File: src/rtl/pcop_pkg.sv
// Shared constants, types and the CORDIC angle table for the circle plotter.
package pcop_pkg;

	localparam int RADIUS_BITS  = 12;
	localparam int COORD_BITS   = 16;
	localparam int CORDIC_STEPS = 24;
	localparam int PIX_BITS     = 18;
	localparam int ITER_BITS    = 5;
	localparam int XY_BITS      = 34;
	localparam int Z_BITS       = 35;
	localparam int QUO_BITS     = 31;

	localparam logic CMD_START = 1'b0;
	localparam logic CMD_STEP  = 1'b1;

	// Gain-compensated start value of the CORDIC x register, 0.60725 in Q4.30.
	localparam logic signed [XY_BITS-1:0] CORDIC_GAIN = XY_BITS'(34'sh026DD3B6A);

	typedef enum logic [1:0] {
		ST_IDLE,
		ST_DIV,
		ST_CORDIC,
		ST_EMIT
	} top_state_t;

	typedef enum logic [1:0] {
		CP_IDLE,
		CP_ITER,
		CP_MULA,
		CP_MULB
	} cordic_phase_t;

	// Arctangent of 2^-i in Q2.30, truncated.
	function automatic logic [31:0] atan_q30(input logic [ITER_BITS-1:0] idx);
		logic [31:0] v;
		case (idx)
			5'd0:  v = 32'h3243F6A8;
			5'd1:  v = 32'h1DAC6705;
			5'd2:  v = 32'h0FADBAFC;
			5'd3:  v = 32'h07F56EA6;
			5'd4:  v = 32'h03FEAB76;
			5'd5:  v = 32'h01FFD55B;
			5'd6:  v = 32'h00FFFAAA;
			5'd7:  v = 32'h007FFF55;
			5'd8:  v = 32'h003FFFEA;
			5'd9:  v = 32'h001FFFFD;
			5'd10: v = 32'h000FFFFF;
			5'd11: v = 32'h0007FFFF;
			5'd12: v = 32'h0003FFFF;
			5'd13: v = 32'h0001FFFF;
			5'd14: v = 32'h0000FFFF;
			5'd15: v = 32'h00007FFF;
			5'd16: v = 32'h00003FFF;
			5'd17: v = 32'h00001FFF;
			5'd18: v = 32'h00000FFF;
			5'd19: v = 32'h000007FF;
			5'd20: v = 32'h000003FF;
			5'd21: v = 32'h000001FF;
			5'd22: v = 32'h000000FF;
			5'd23: v = 32'h0000007F;
			5'd24: v = 32'h0000003F;
			5'd25: v = 32'h0000001F;
			5'd26: v = 32'h0000000F;
			5'd27: v = 32'h00000008;
			5'd28: v = 32'h00000004;
			5'd29: v = 32'h00000002;
			5'd30: v = 32'h00000001;
			default: v = 32'h00000000;
		endcase
		return v;
	endfunction

endpackage

File: src/rtl/pcop_ifs.sv
// Request and pixel channel interfaces of the circle plotter.
interface pcop_in_if;
	import pcop_pkg::*;
	logic                  valid;
	logic                  ready;
	logic                  command;
	logic [COORD_BITS-1:0] center_x;
	logic [COORD_BITS-1:0] center_y;
	logic [RADIUS_BITS-1:0] radius;
	modport source(output valid, command, center_x, center_y, radius, input ready);
	modport sink(input valid, command, center_x, center_y, radius, output ready);
endinterface

interface pcop_out_if;
	import pcop_pkg::*;
	logic                       valid;
	logic                       ready;
	logic signed [PIX_BITS-1:0] pixel_x;
	logic signed [PIX_BITS-1:0] pixel_y;
	logic                       last;
	logic                       done_res;
	modport source(output valid, pixel_x, pixel_y, last, done_res, input ready);
	modport sink(input valid, pixel_x, pixel_y, last, done_res, output ready);
endinterface

File: src/rtl/polar_circle_octant_plotter.sv
// A start runs the serial divider, a step runs the CORDIC rotation and the pixel scaling.
// Each request then delivers eight pixels at one per cycle, as long as out_ch.ready holds.
// A request is taken only in the idle state, so a new one waits until all eight pixels
// of the one before are loaded; a step while no circle is active stays idle and yields nothing.
// The asynchronous reset clears the control state and leaves the plotter idle.
module polar_circle_octant_plotter (
	input  logic          clk,
	input  logic          arst_n,
	pcop_in_if.sink       in_ch,
	pcop_out_if.source    out_ch
);
	import pcop_pkg::*;

	top_state_t                 state_q, state_d;
	logic                       active_q;
	logic [COORD_BITS-1:0]      cx_q, cy_q;
	logic [RADIUS_BITS-1:0]     r_q;
	logic [31:0]                angle_q, step_q, angle_nx;
	logic signed [PIX_BITS-1:0] a_q, b_q;
	logic                       done_q;
	logic [2:0]                 k_q;
	logic                       ov_q, last_q, odone_q;
	logic signed [PIX_BITS-1:0] ox_q, oy_q;
	logic                       accept, div_start, div_done, cor_start, cor_done;
	logic                       load_px;
	logic [QUO_BITS-1:0]        quo;
	logic signed [PIX_BITS-1:0] cor_a, cor_b;
	logic signed [PIX_BITS-1:0] cxs, cys, xo, yo, px, py;

	assign accept    = in_ch.valid && in_ch.ready;
	assign in_ch.ready = (state_q == ST_IDLE);
	assign angle_nx  = angle_q + step_q;
	assign div_start = accept && in_ch.command == CMD_START && in_ch.radius != '0;
	assign cor_start = accept && in_ch.command == CMD_STEP && active_q;
	assign load_px   = (state_q == ST_EMIT) && (!ov_q || out_ch.ready);

	pcop_div u_div (
		.clk      (clk),
		.arst_n   (arst_n),
		.start    (div_start),
		.radius   (in_ch.radius),
		.done     (div_done),
		.quotient (quo)
	);

	pcop_cordic u_cordic (
		.clk    (clk),
		.arst_n (arst_n),
		.start  (cor_start),
		.angle  (angle_nx),
		.radius (r_q),
		.done   (cor_done),
		.a      (cor_a),
		.b      (cor_b)
	);

	// Sequencer.
	always_comb begin
		state_d = state_q;
		case (state_q)
			ST_IDLE: begin
				if (accept) begin
					if (in_ch.command == CMD_START)
						state_d = (in_ch.radius == '0) ? ST_EMIT : ST_DIV;
					else if (active_q)
						state_d = ST_CORDIC;
				end
			end
			ST_DIV:    if (div_done) state_d = ST_EMIT;
			ST_CORDIC: if (cor_done) state_d = ST_EMIT;
			ST_EMIT:   if (load_px && k_q == 3'd7) state_d = ST_IDLE;
			default:   state_d = ST_IDLE;
		endcase
	end

	always_ff @(posedge clk or negedge arst_n) begin
		if (!arst_n) begin
			state_q  <= ST_IDLE;
			active_q <= 1'b0;
			cx_q     <= '0;
			cy_q     <= '0;
			r_q      <= '0;
			angle_q  <= '0;
			step_q   <= '0;
			k_q      <= '0;
			ov_q     <= 1'b0;
		end else begin
			state_q <= state_d;
			if (accept && in_ch.command == CMD_START) begin
				cx_q     <= in_ch.center_x;
				cy_q     <= in_ch.center_y;
				r_q      <= in_ch.radius;
				angle_q  <= '0;
				step_q   <= '0;
				active_q <= (in_ch.radius != '0);
			end
			if (cor_start)
				angle_q <= angle_nx;
			if (state_q == ST_DIV && div_done)
				step_q <= 32'(quo);
			if (state_q == ST_CORDIC && cor_done && cor_a <= cor_b)
				active_q <= 1'b0;
			// Output register handshake.
			if (load_px) begin
				ov_q <= 1'b1;
				k_q  <= k_q + 1'b1;
			end else if (out_ch.ready) begin
				ov_q <= 1'b0;
			end
		end
	end

	// Octant offsets and completion flag of the group to emit.
	always_ff @(posedge clk) begin
		if (accept && in_ch.command == CMD_START) begin
			a_q    <= PIX_BITS'(in_ch.radius);
			b_q    <= '0;
			done_q <= (in_ch.radius == '0);
		end
		if (state_q == ST_CORDIC && cor_done) begin
			a_q    <= cor_a;
			b_q    <= cor_b;
			done_q <= (cor_a <= cor_b);
		end
	end

	// Mirror the offsets into the eight octants in the fixed emit order.
	assign cxs = PIX_BITS'(cx_q);
	assign cys = PIX_BITS'(cy_q);
	assign xo  = k_q[0] ? b_q : a_q;
	assign yo  = k_q[0] ? a_q : b_q;
	assign px  = (k_q >= 3'd2 && k_q <= 3'd5) ? cxs - xo : cxs + xo;
	assign py  = (k_q <= 3'd3) ? cys - yo : cys + yo;

	always_ff @(posedge clk) begin
		if (load_px) begin
			ox_q    <= px;
			oy_q    <= py;
			last_q  <= (k_q == 3'd7);
			odone_q <= done_q;
		end
	end

	assign out_ch.valid    = ov_q;
	assign out_ch.pixel_x  = ox_q;
	assign out_ch.pixel_y  = oy_q;
	assign out_ch.last     = last_q;
	assign out_ch.done_res = odone_q;

	// A step with no circle in progress goes straight back to idle.
	a_idle_step: assert property (@(posedge clk) disable iff (!arst_n)
		accept && in_ch.command == CMD_STEP && !active_q |=> state_q == ST_IDLE)
		else $error("idle step did not return to idle");

	// While a finishing group is being emitted the circle is no longer active.
	a_done_clears: assert property (@(posedge clk) disable iff (!arst_n)
		state_q == ST_EMIT && done_q |-> !active_q)
		else $error("circle still active on a finishing group");

	// The group counter is back at zero whenever a request can be taken.
	a_k_idle: assert property (@(posedge clk) disable iff (!arst_n)
		state_q == ST_IDLE |-> k_q == 3'd0)
		else $error("pixel counter not at group start in idle");

endmodule

File: src/rtl/pcop_div.sv
// Bit-serial restoring divider that forms the angle step round(2^30 / R).
module pcop_div (
	input  logic                              clk,
	input  logic                              arst_n,
	input  logic                              start,
	input  logic [pcop_pkg::RADIUS_BITS-1:0]  radius,
	output logic                              done,
	output logic [pcop_pkg::QUO_BITS-1:0]     quotient
);
	import pcop_pkg::*;

	logic                   busy_q;
	logic                   done_q;
	logic [ITER_BITS-1:0]   bit_q;
	logic [QUO_BITS-1:0]    num_q;
	logic [QUO_BITS-1:0]    quo_q;
	logic [RADIUS_BITS-1:0] div_q;
	logic [RADIUS_BITS:0]   rem_q;
	logic [RADIUS_BITS:0]   trial;
	logic                   fits;

	// One quotient bit per cycle: shift in the next numerator bit and try a subtract.
	assign trial = {rem_q[RADIUS_BITS-1:0], num_q[bit_q]};
	assign fits  = trial >= {1'b0, div_q};

	always_ff @(posedge clk or negedge arst_n) begin
		if (!arst_n) begin
			busy_q <= 1'b0;
			done_q <= 1'b0;
		end else begin
			done_q <= 1'b0;
			if (start) begin
				busy_q <= 1'b1;
			end else if (busy_q && bit_q == '0) begin
				busy_q <= 1'b0;
				done_q <= 1'b1;
			end
		end
	end

	// Datapath: the numerator is 2^30 plus half the divisor.
	always_ff @(posedge clk) begin
		if (start) begin
			num_q <= QUO_BITS'(1) << 30 | QUO_BITS'(radius >> 1);
			div_q <= radius;
			rem_q <= '0;
			quo_q <= '0;
			bit_q <= ITER_BITS'(QUO_BITS - 1);
		end else if (busy_q) begin
			rem_q        <= fits ? trial - {1'b0, div_q} : trial;
			quo_q[bit_q] <= fits;
			bit_q        <= bit_q - 1'b1;
		end
	end

	assign done     = done_q;
	assign quotient = quo_q;

endmodule

File: src/rtl/pcop_cordic.sv
// Iterative rotation-mode CORDIC with a shared multiplier that scales to pixels.
module pcop_cordic (
	input  logic                                    clk,
	input  logic                                    arst_n,
	input  logic                                    start,
	input  logic [31:0]                             angle,
	input  logic [pcop_pkg::RADIUS_BITS-1:0]        radius,
	output logic                                    done,
	output logic signed [pcop_pkg::PIX_BITS-1:0]    a,
	output logic signed [pcop_pkg::PIX_BITS-1:0]    b
);
	import pcop_pkg::*;

	cordic_phase_t               phase_q, phase_d;
	logic                        done_q;
	logic [ITER_BITS-1:0]        i_q;
	logic signed [XY_BITS-1:0]   x_q, y_q, dx, dy, mop;
	logic signed [Z_BITS-1:0]    z_q, at;
	logic [RADIUS_BITS-1:0]      r_q;
	logic signed [RADIUS_BITS+XY_BITS:0] prod, rnd;
	logic signed [PIX_BITS-1:0]  a_q, b_q, pix;

	// Shared shifter and angle table for one micro-rotation.
	assign dx = y_q >>> i_q;
	assign dy = x_q >>> i_q;
	assign at = Z_BITS'(atan_q30(i_q));

	// Shared multiplier: radius times cos, then radius times sin, rounded half up.
	assign mop  = (phase_q == CP_MULA) ? x_q : y_q;
	assign prod = $signed({1'b0, r_q}) * mop;
	assign rnd  = prod + ((RADIUS_BITS+XY_BITS+1)'(1) <<< 29);
	assign pix  = PIX_BITS'(rnd >>> 30);

	always_comb begin
		phase_d = phase_q;
		case (phase_q)
			CP_IDLE: if (start) phase_d = CP_ITER;
			CP_ITER: if (i_q == ITER_BITS'(CORDIC_STEPS - 1)) phase_d = CP_MULA;
			CP_MULA: phase_d = CP_MULB;
			CP_MULB: phase_d = CP_IDLE;
			default: phase_d = CP_IDLE;
		endcase
	end

	always_ff @(posedge clk or negedge arst_n) begin
		if (!arst_n) begin
			phase_q <= CP_IDLE;
			done_q  <= 1'b0;
		end else begin
			phase_q <= phase_d;
			done_q  <= (phase_q == CP_MULB);
		end
	end

	always_ff @(posedge clk) begin
		case (phase_q)
			CP_IDLE: begin
				if (start) begin
					x_q <= CORDIC_GAIN;
					y_q <= '0;
					z_q <= Z_BITS'({1'b0, angle});
					r_q <= radius;
					i_q <= '0;
				end
			end
			CP_ITER: begin
				if (z_q[Z_BITS-1]) begin
					x_q <= x_q + dx;
					y_q <= y_q - dy;
					z_q <= z_q + at;
				end else begin
					x_q <= x_q - dx;
					y_q <= y_q + dy;
					z_q <= z_q - at;
				end
				i_q <= i_q + 1'b1;
			end
			CP_MULA: a_q <= pix;
			CP_MULB: b_q <= pix;
			default: ;
		endcase
	end

	assign done = done_q;
	assign a    = a_q;
	assign b    = b_q;

endmodule
File: src/flat_wrapper.sv
// flat-port wrapper written by rule: the top's interface ports become plain ports
module polar_circle_octant_plotter_flat import pcop_pkg::*;
  (clk, arst_n, in_ch_valid, in_ch_command, in_ch_center_x, in_ch_center_y, in_ch_radius, in_ch_ready, out_ch_valid, out_ch_pixel_x, out_ch_pixel_y, out_ch_last, out_ch_done_res, out_ch_ready);
  pcop_in_if in_ch_i ();
  pcop_out_if out_ch_i ();
  input  logic clk;
  input  logic arst_n;
  input wire logic [$bits(in_ch_i.valid)-1:0] in_ch_valid;
  input wire logic [$bits(in_ch_i.command)-1:0] in_ch_command;
  input wire logic [$bits(in_ch_i.center_x)-1:0] in_ch_center_x;
  input wire logic [$bits(in_ch_i.center_y)-1:0] in_ch_center_y;
  input wire logic [$bits(in_ch_i.radius)-1:0] in_ch_radius;
  output wire logic [$bits(in_ch_i.ready)-1:0] in_ch_ready;
  output wire logic [$bits(out_ch_i.valid)-1:0] out_ch_valid;
  output wire logic [$bits(out_ch_i.pixel_x)-1:0] out_ch_pixel_x;
  output wire logic [$bits(out_ch_i.pixel_y)-1:0] out_ch_pixel_y;
  output wire logic [$bits(out_ch_i.last)-1:0] out_ch_last;
  output wire logic [$bits(out_ch_i.done_res)-1:0] out_ch_done_res;
  input wire logic [$bits(out_ch_i.ready)-1:0] out_ch_ready;
  assign in_ch_i.valid = in_ch_valid;
  assign in_ch_i.command = in_ch_command;
  assign in_ch_i.center_x = in_ch_center_x;
  assign in_ch_i.center_y = in_ch_center_y;
  assign in_ch_i.radius = in_ch_radius;
  assign in_ch_ready = in_ch_i.ready;
  assign out_ch_valid = out_ch_i.valid;
  assign out_ch_pixel_x = out_ch_i.pixel_x;
  assign out_ch_pixel_y = out_ch_i.pixel_y;
  assign out_ch_last = out_ch_i.last;
  assign out_ch_done_res = out_ch_i.done_res;
  assign out_ch_i.ready = out_ch_ready;
  polar_circle_octant_plotter u_core (.clk(clk), .arst_n(arst_n), .in_ch(in_ch_i), .out_ch(out_ch_i));
endmodule
File: config.mk
export PLATFORM = sky130hd
export DESIGN_NAME = polar_circle_octant_plotter_flat
export DESIGN_NICKNAME = d
export VERILOG_FILES = /design/src/rtl/pcop_pkg.sv /design/src/rtl/pcop_ifs.sv /design/src/rtl/polar_circle_octant_plotter.sv /design/src/rtl/pcop_div.sv /design/src/rtl/pcop_cordic.sv /design/src/flat_wrapper.sv
export SDC_FILE = /design/constraint.sdc
export NUM_CORES = 2
export LEC_CHECK = 0
export BUFFER_PORTS_ARGS = -buffer_cell sky130_fd_sc_hd__buf_2
export CAP_MARGIN = 10
export CORE_UTILIZATION = 60
export CTS_CLUSTER_SIZE = 10
export DETAILED_ROUTE_END_ITERATION = 10
export PLACE_DENSITY = 0.82
export SETUP_SLACK_MARGIN = 0.2
export SLEW_MARGIN = 20
export SYNTH_ARGS = -nofsm -noshare
export SYNTH_HDL_FRONTEND = slang
export SYNTH_SLANG_ARGS = --single-unit
File: constraint.sdc
create_clock -name clk -period 18.77 [get_ports clk]
set_clock_uncertainty 0.1 [all_clocks]
set_input_delay 1.877 -clock clk [delete_from_list [all_inputs] [get_ports clk]]
set_output_delay 1.877 -clock clk [all_outputs]
set_load 0.01 [all_outputs]
# After elaboration in Yosys (flattened, before gate mapping)
# Memory sizes are Yosys's and may differ from the RTL's. A register that Yosys moved wholly into a read port is not among the register bits.
# Index checks and enable logic that the tools add are counted.
# W data, S select, Z words.
# totals
mem_bits_ro	960
reg_bits	420
output_inout_bits	40
input_bits	49
memories	1
elab_cells	157
# classes
shifts	2
mux	51
add_sub_neg	16
order_cmp	7
bitwise	1
n_eq_ne	15
reduce_logical	31
mul	1
# mem_list
name	depth	width	rd	rd_clocked_by_memory_dff	wr	line_no	source
(name not given)	32	30	1	1	0	pcop_pkg.sv:36	case (idx)
# op_table
cell	n
$mux W34	5
$mux W18	8
$pmux W34 S2	2
$mux W32	3
$mux W35	2
$pmux W35 S2	1
$add A34 B34 Y34	2
$sshr A34 B5 Y34	2
$sub A34 B34 Y34	2
$add A47 B31 Y47 const B	1
$mul A13 B34 Y47	1
$add A17 B18 Y18	2
$sub A17 B18 Y18	2
$add A35 B33 Y35	1
$sub A35 B33 Y35	1
$add A32 B32 Y32	1
$bwmux W31	1
$mux W2	9
$le A17 B17 Y1	1
$pmux W2 S4	2
$reduce_bool A2 Y1	7
$ge A13 B12 Y1	1
$logic_and A1 B1 Y1	13
$logic_not A12 Y1	1
other kinds (30)	53

# Depth between registers and ports, before layout
# depth
ltp_word	7
depth_mapped	29
depth_no_buf	26

# Cells and area by module
# A second synthesis with hierarchy kept.
# unflattened
cells_unflattened	4921
hier_area_um2	46866.2
# by_module_without_submodules
module	instances	cells_per_inst	seq_area_each_um2	area_each_um2
pcop_cordic	1	3381	5300.1	31711.7
polar_circle_octant_plotter	1	1153	5104.9	11822.6
pcop_div	1	387	1371.3	3331.9

# Worst setup path before layout
# No wires, ideal clock.
# synth_path
path_kind	register to register
startpoint	register u_core.u_cordic.phase_q[0]
endpoint	register u_core.u_cordic.a_q[14] (netlist: u_core.u_cordic.a[14]) (data pin)
required_ns	18.407
period_less_slack_ns	7.681
stages_incl_launch_ff	29
setup_time_ns	0.263
slack_ns	11.089
arrival_ns	7.318
n_path_buf	3
cell_sequence	dfrtp_1 > inv_1 > ha_1 > clkbuf_1 > clkbuf_1 > mux2_2 > clkbuf_1 > and2_1 > fa_1 > inv_1 > fa_1 > inv_1 > fa_1 > inv_1 > fa_1 > inv_1 > fa_1 > ha_1 > ha_1 > a211o_1 > or3_1 > a31oi_1 > or4_1 > a21oi_1 > o211a_1 > o211a_1 > o311ai_0 > nand2_1 > xnor2_1
# synth_via
elab_chain_cells	4
# synth_lines
item	line_no	source
from (decl)	pcop_cordic.sv:14	cordic_phase_t phase_q, phase_d;
from (signal assigned)	pcop_cordic.sv:50	phase_q <= phase_d;
$eq A2 B2 Y1	pcop_cordic.sv:29	assign mop = (phase_q == CP_MULA) ? x_q : y_q;
$mux W34	pcop_cordic.sv:29	
$mul A13 B34 Y47	pcop_cordic.sv:30	assign prod = $signed({1'b0, r_q}) * mop;
$add A47 B31 Y47	pcop_cordic.sv:31	assign rnd = prod + ((RADIUS_BITS+XY_BITS+1)'(1) <<< 29);
named net u_core.u_cordic.rnd[44]	pcop_cordic.sv:20	logic signed [RADIUS_BITS+XY_BITS:0] prod, rnd;
to (signal assigned)	pcop_cordic.sv:78	CP_MULA: a_q <= pix;
to (decl)	pcop_cordic.sv:21	logic signed [PIX_BITS-1:0] a_q, b_q, pix;
# The timed path passes the listed nets, and every way through them passes these cells.
# A chain may end at the register's enable or synchronous reset.

# Worst setup path in the final report
# layout_path
startpoint	register u_core.u_cordic.phase_q[0]
endpoint	register u_core.u_cordic.b_q[15] (netlist: u_core.u_cordic.b[15]) (data pin)
# layout_via
elab_chain_cells	4
# layout_lines
item	line_no	source
$eq A2 B2 Y1	pcop_cordic.sv:29	
$mux W34	pcop_cordic.sv:29	
$mul A13 B34 Y47	pcop_cordic.sv:30	
$add A47 B31 Y47	pcop_cordic.sv:31	
named net u_core.u_cordic.rnd[45]	pcop_cordic.sv:20	
to (signal assigned)	pcop_cordic.sv:79	CP_MULB: b_q <= pix;
to (decl)	pcop_cordic.sv:21	
# The timed path passes the listed nets, and every way through them passes these cells.

==> results.md <==
- CP arrival: 8.53 ns
- Result of the run: finished clean
- Post-synth net total: 5683
- Die area: 79100 um2
- Share of the clock period used by the worst path after layout: 43.9%
- Time the worst path needs with I/O delays and setup: 8.23 ns
- Half-perimeter wire length after detailed placement: 94100 um
- Initial Utilization: 60.5%
- DRC viols: 0
- Number of antenna violations at the first check in global routing: 4
- Number of vias in the routed layout: 37804
- Top Family by Delay on Critical Path: adder cells
- Met3 Usage GRT: 7.41%
- Rel. slew slack: 27.5%
- Type of destination of the critical path: register
- Area growth from synthesis to layout: 5.88%
- Die X: 281 um
- Ports: 89
- Post-synthesis cell count: 4907
- Ys async rst share: 27.3%
- Max_cap viols: 0
- Register area share after synthesis: 25.1%
- Synth Register Bits: 436
- Total of warnings raised by yosys: 0
- Root buffer selected by CTS: clkbuf_16
- Overall overflow remaining after global route: 0
- Cells taking the most area after synthesis: fa_1, edfxtp_1, ha_1
- Endpoints failing setup: 0
- Max stage delay on crit path: 0.56 ns
- Number of sinks handled by clock tree synthesis: 436
- Number of vias per cell after detailed routing: 6.37
- Met1 Usage GRT: 43.3%
- Source-to-sink clock delay at the later pin of the worst-skew pair: 0.67 ns
- Number of setup buffers added after CTS: 0
- Fin Setup TNS: 0 ns
- Setup repair after global routing missed its margin: false
- Area share of the largest cell type after synthesis: 15.6%
- Die span in y: 281 um
- Number of flops mapped to enable cells by yosys: 239
- Max-slew violation count: 0
- Core Box Area: 77300 um2
- CTS H-Tree Depth: 2
- Final hold violation count: 0
- Wirelength, routed: 128000 um
- Antenna viol nets, final: 0
- Kind of launch point of the worst setup path: register
- Pin count of the biggest net entering global routing: 81
- Overall routing resource usage: 32.6%
- Leading cell type in the layout, fill and taps excluded: nand2_1
- Cell type with the highest aggregate area in the netlist: fa_1
- Most Crowded Layer GR: met2
- Total CTS buffers: 55
- Global routing usage on met2: 50.1%
- First-pass DRT Iterations: 8
- Highest-count cells in the layout ignoring fill and taps: nand2_1, inv_1, fa_1, ha_1, a21oi_1
- Total Nets Final: 5624
- Via count of the first global-routing pass: 37500
- Mean area per synthesized cell: 9.53 um2
- Buffers and inverters on the worst path: 6
- Top_reg_cell synth: edfxtp_1
- Post-Synthesis Cell Area: 46800 um2
- Path type of the worst setup path: register to register
- Initial detailed-routing violation count: 4195
- Number of standard-cell rows in the floorplan: 102
- Register clock-pin slew on the reported worst setup and hold paths: 0.07 ns
- Unique masters post-synth: 98
- Fraction of layout cells with a size suffix above 1: 9.52%
- Number of fill cells: 6206
- CTS Hold Bufs: 0
- Number of input and output port buffers inserted: 88
- Critical path peak fanout: 21
- Type of the most critical hold path: register to register
- Slowest stage cell on the critical path: o311ai_0
- Global-route wire length before repair: 203000 um
- Req. time, crit path: 19.07 ns
- Placer congestion estimate: 1.04
- Max Fclk: 0.121 GHz
- Actual slew at the worst max-slew pin: 1.09 ns
- DR WL/cell: 21.5 um
- Largest buffer count on any clock path: 3
- TritonCTS clock tree: yes
- Resized Gates After CTS: 0
==> registers in the layout, summed over array words and instances (netlist names), 16 cells and up <==
signal,count
u_core.a_q,17
u_core.u_cordic.b,17
u_core.cy_q,16
u_core.u_cordic.z_q,35
u_core.step_q,31
u_core.angle_q,32
u_core.u_cordic.a,17
u_core.u_cordic.y_q,34
u_core.b_q,17
u_core.cx_q,16
u_core.u_cordic.x_q,34
u_core.u_div.quotient,31
u_core.u_cordic.at,30
u_core.out_ch.pixel_x,18
u_core.out_ch.pixel_y,18
==> cells by family (layout without fill, tap and decap cells) <==
group | count (synthesis) | in the layout | synth area share, %
multiplexers | 313 | 313 | 9.49
buffers and inverters | 694 | 682 | 6.02
other | 0 | 2 | 0
flip-flops | 436 | 436 | 25.1
AND/OR/NAND/NOR | 1428 | 1428 | 14.6
adder cells (fa/ha/maj) | 727 | 727 | 25.3
XOR/XNOR | 290 | 290 | 5.43
AO/OA/AOI/OAI | 1019 | 1019 | 14.1
==> through the flow <==
step / hold WS [ns] / instances / util, % / setup slack (ns) / cell area, um2
3_3_place_gp: 0.302 / 5831 / 61.8 / 10.76 / 47800
4_1_cts: 0.316 / 5935 / 64.0 / 10.53 / 49500
6_report: 0.319 / 5937 / 64.0 / 10.54 / 49500
2_1_floorplan: 0.300 / 4907 / - / 11.09 / 46800
5_1_grt: 0.324 / 5935 / 64.0 / 10.12 / 49500
3_5_place_dp: 0.306 / 5831 / 61.8 / 10.56 / 47800
==> layer usage <==
| metal | routed length [um] | part of all wire (%) |
|---|---|---|
| met1 | 50700 | 40 |
| met2 | 56700 | 44 |
| met3 | 12900 | 10 |
| met4 | 7240 | 5.7 |
| met5 | 53 | 0.042 |
==> area by class of cell <==
cell class	count	area, um2	share of cell area, %
inverter	438	1650	3.33
clock inverter	11	133	0.268
clock buffer	93	1600	3.23
tap	1040	1300	2.63
multi-input combinational	3777	32300	65.2
timing repair buffer	140	837	1.69
antenna	2	5.00	0.0101
sequential	436	11700	23.7
==> path summary, 6_finish.rpt <==
path,end,slack (ns),start,cells past startpoint
max in group asynchronous,u_core.cx_q[14],16.20,arst_n,2
setup / recovery,u_core.u_cordic.b[15],10.54,u_core.u_cordic.phase_q[0],26
min in group asynchronous,u_core.angle_q[5],1.12,arst_n,1
hold / removal,u_core.out_ch.done_res,0.32,u_core.done_q,0
hold reg to reg,u_core.out_ch.done_res,0.32,u_core.done_q,0
setup reg to reg,u_core.u_cordic.b[15],10.54,u_core.u_cordic.phase_q[0],26
==> cell usage after synthesis (all sizes together) (73+ instances only) <==
| master | instances |
|---|---|
| edfxtp | 239 |
| mux2 | 124 |
| dfxtp | 78 |
| mux4 | 88 |
| and2 | 208 |
| a21oi | 294 |
| buf | 73 |
| dfrtp | 119 |
| nand2 | 550 |
| o21ai | 220 |
| nor2 | 278 |
| inv | 435 |
| mux2i | 101 |
| nor3 | 93 |
| ha | 362 |
| clkbuf | 183 |
| xor2 | 123 |
| a21o | 81 |
| xnor2 | 167 |
| fa | 365 |
Power is left out: the tool's default activity adds up to more than one toggle a clock period on the data nets, which glitch-free logic cannot reach.
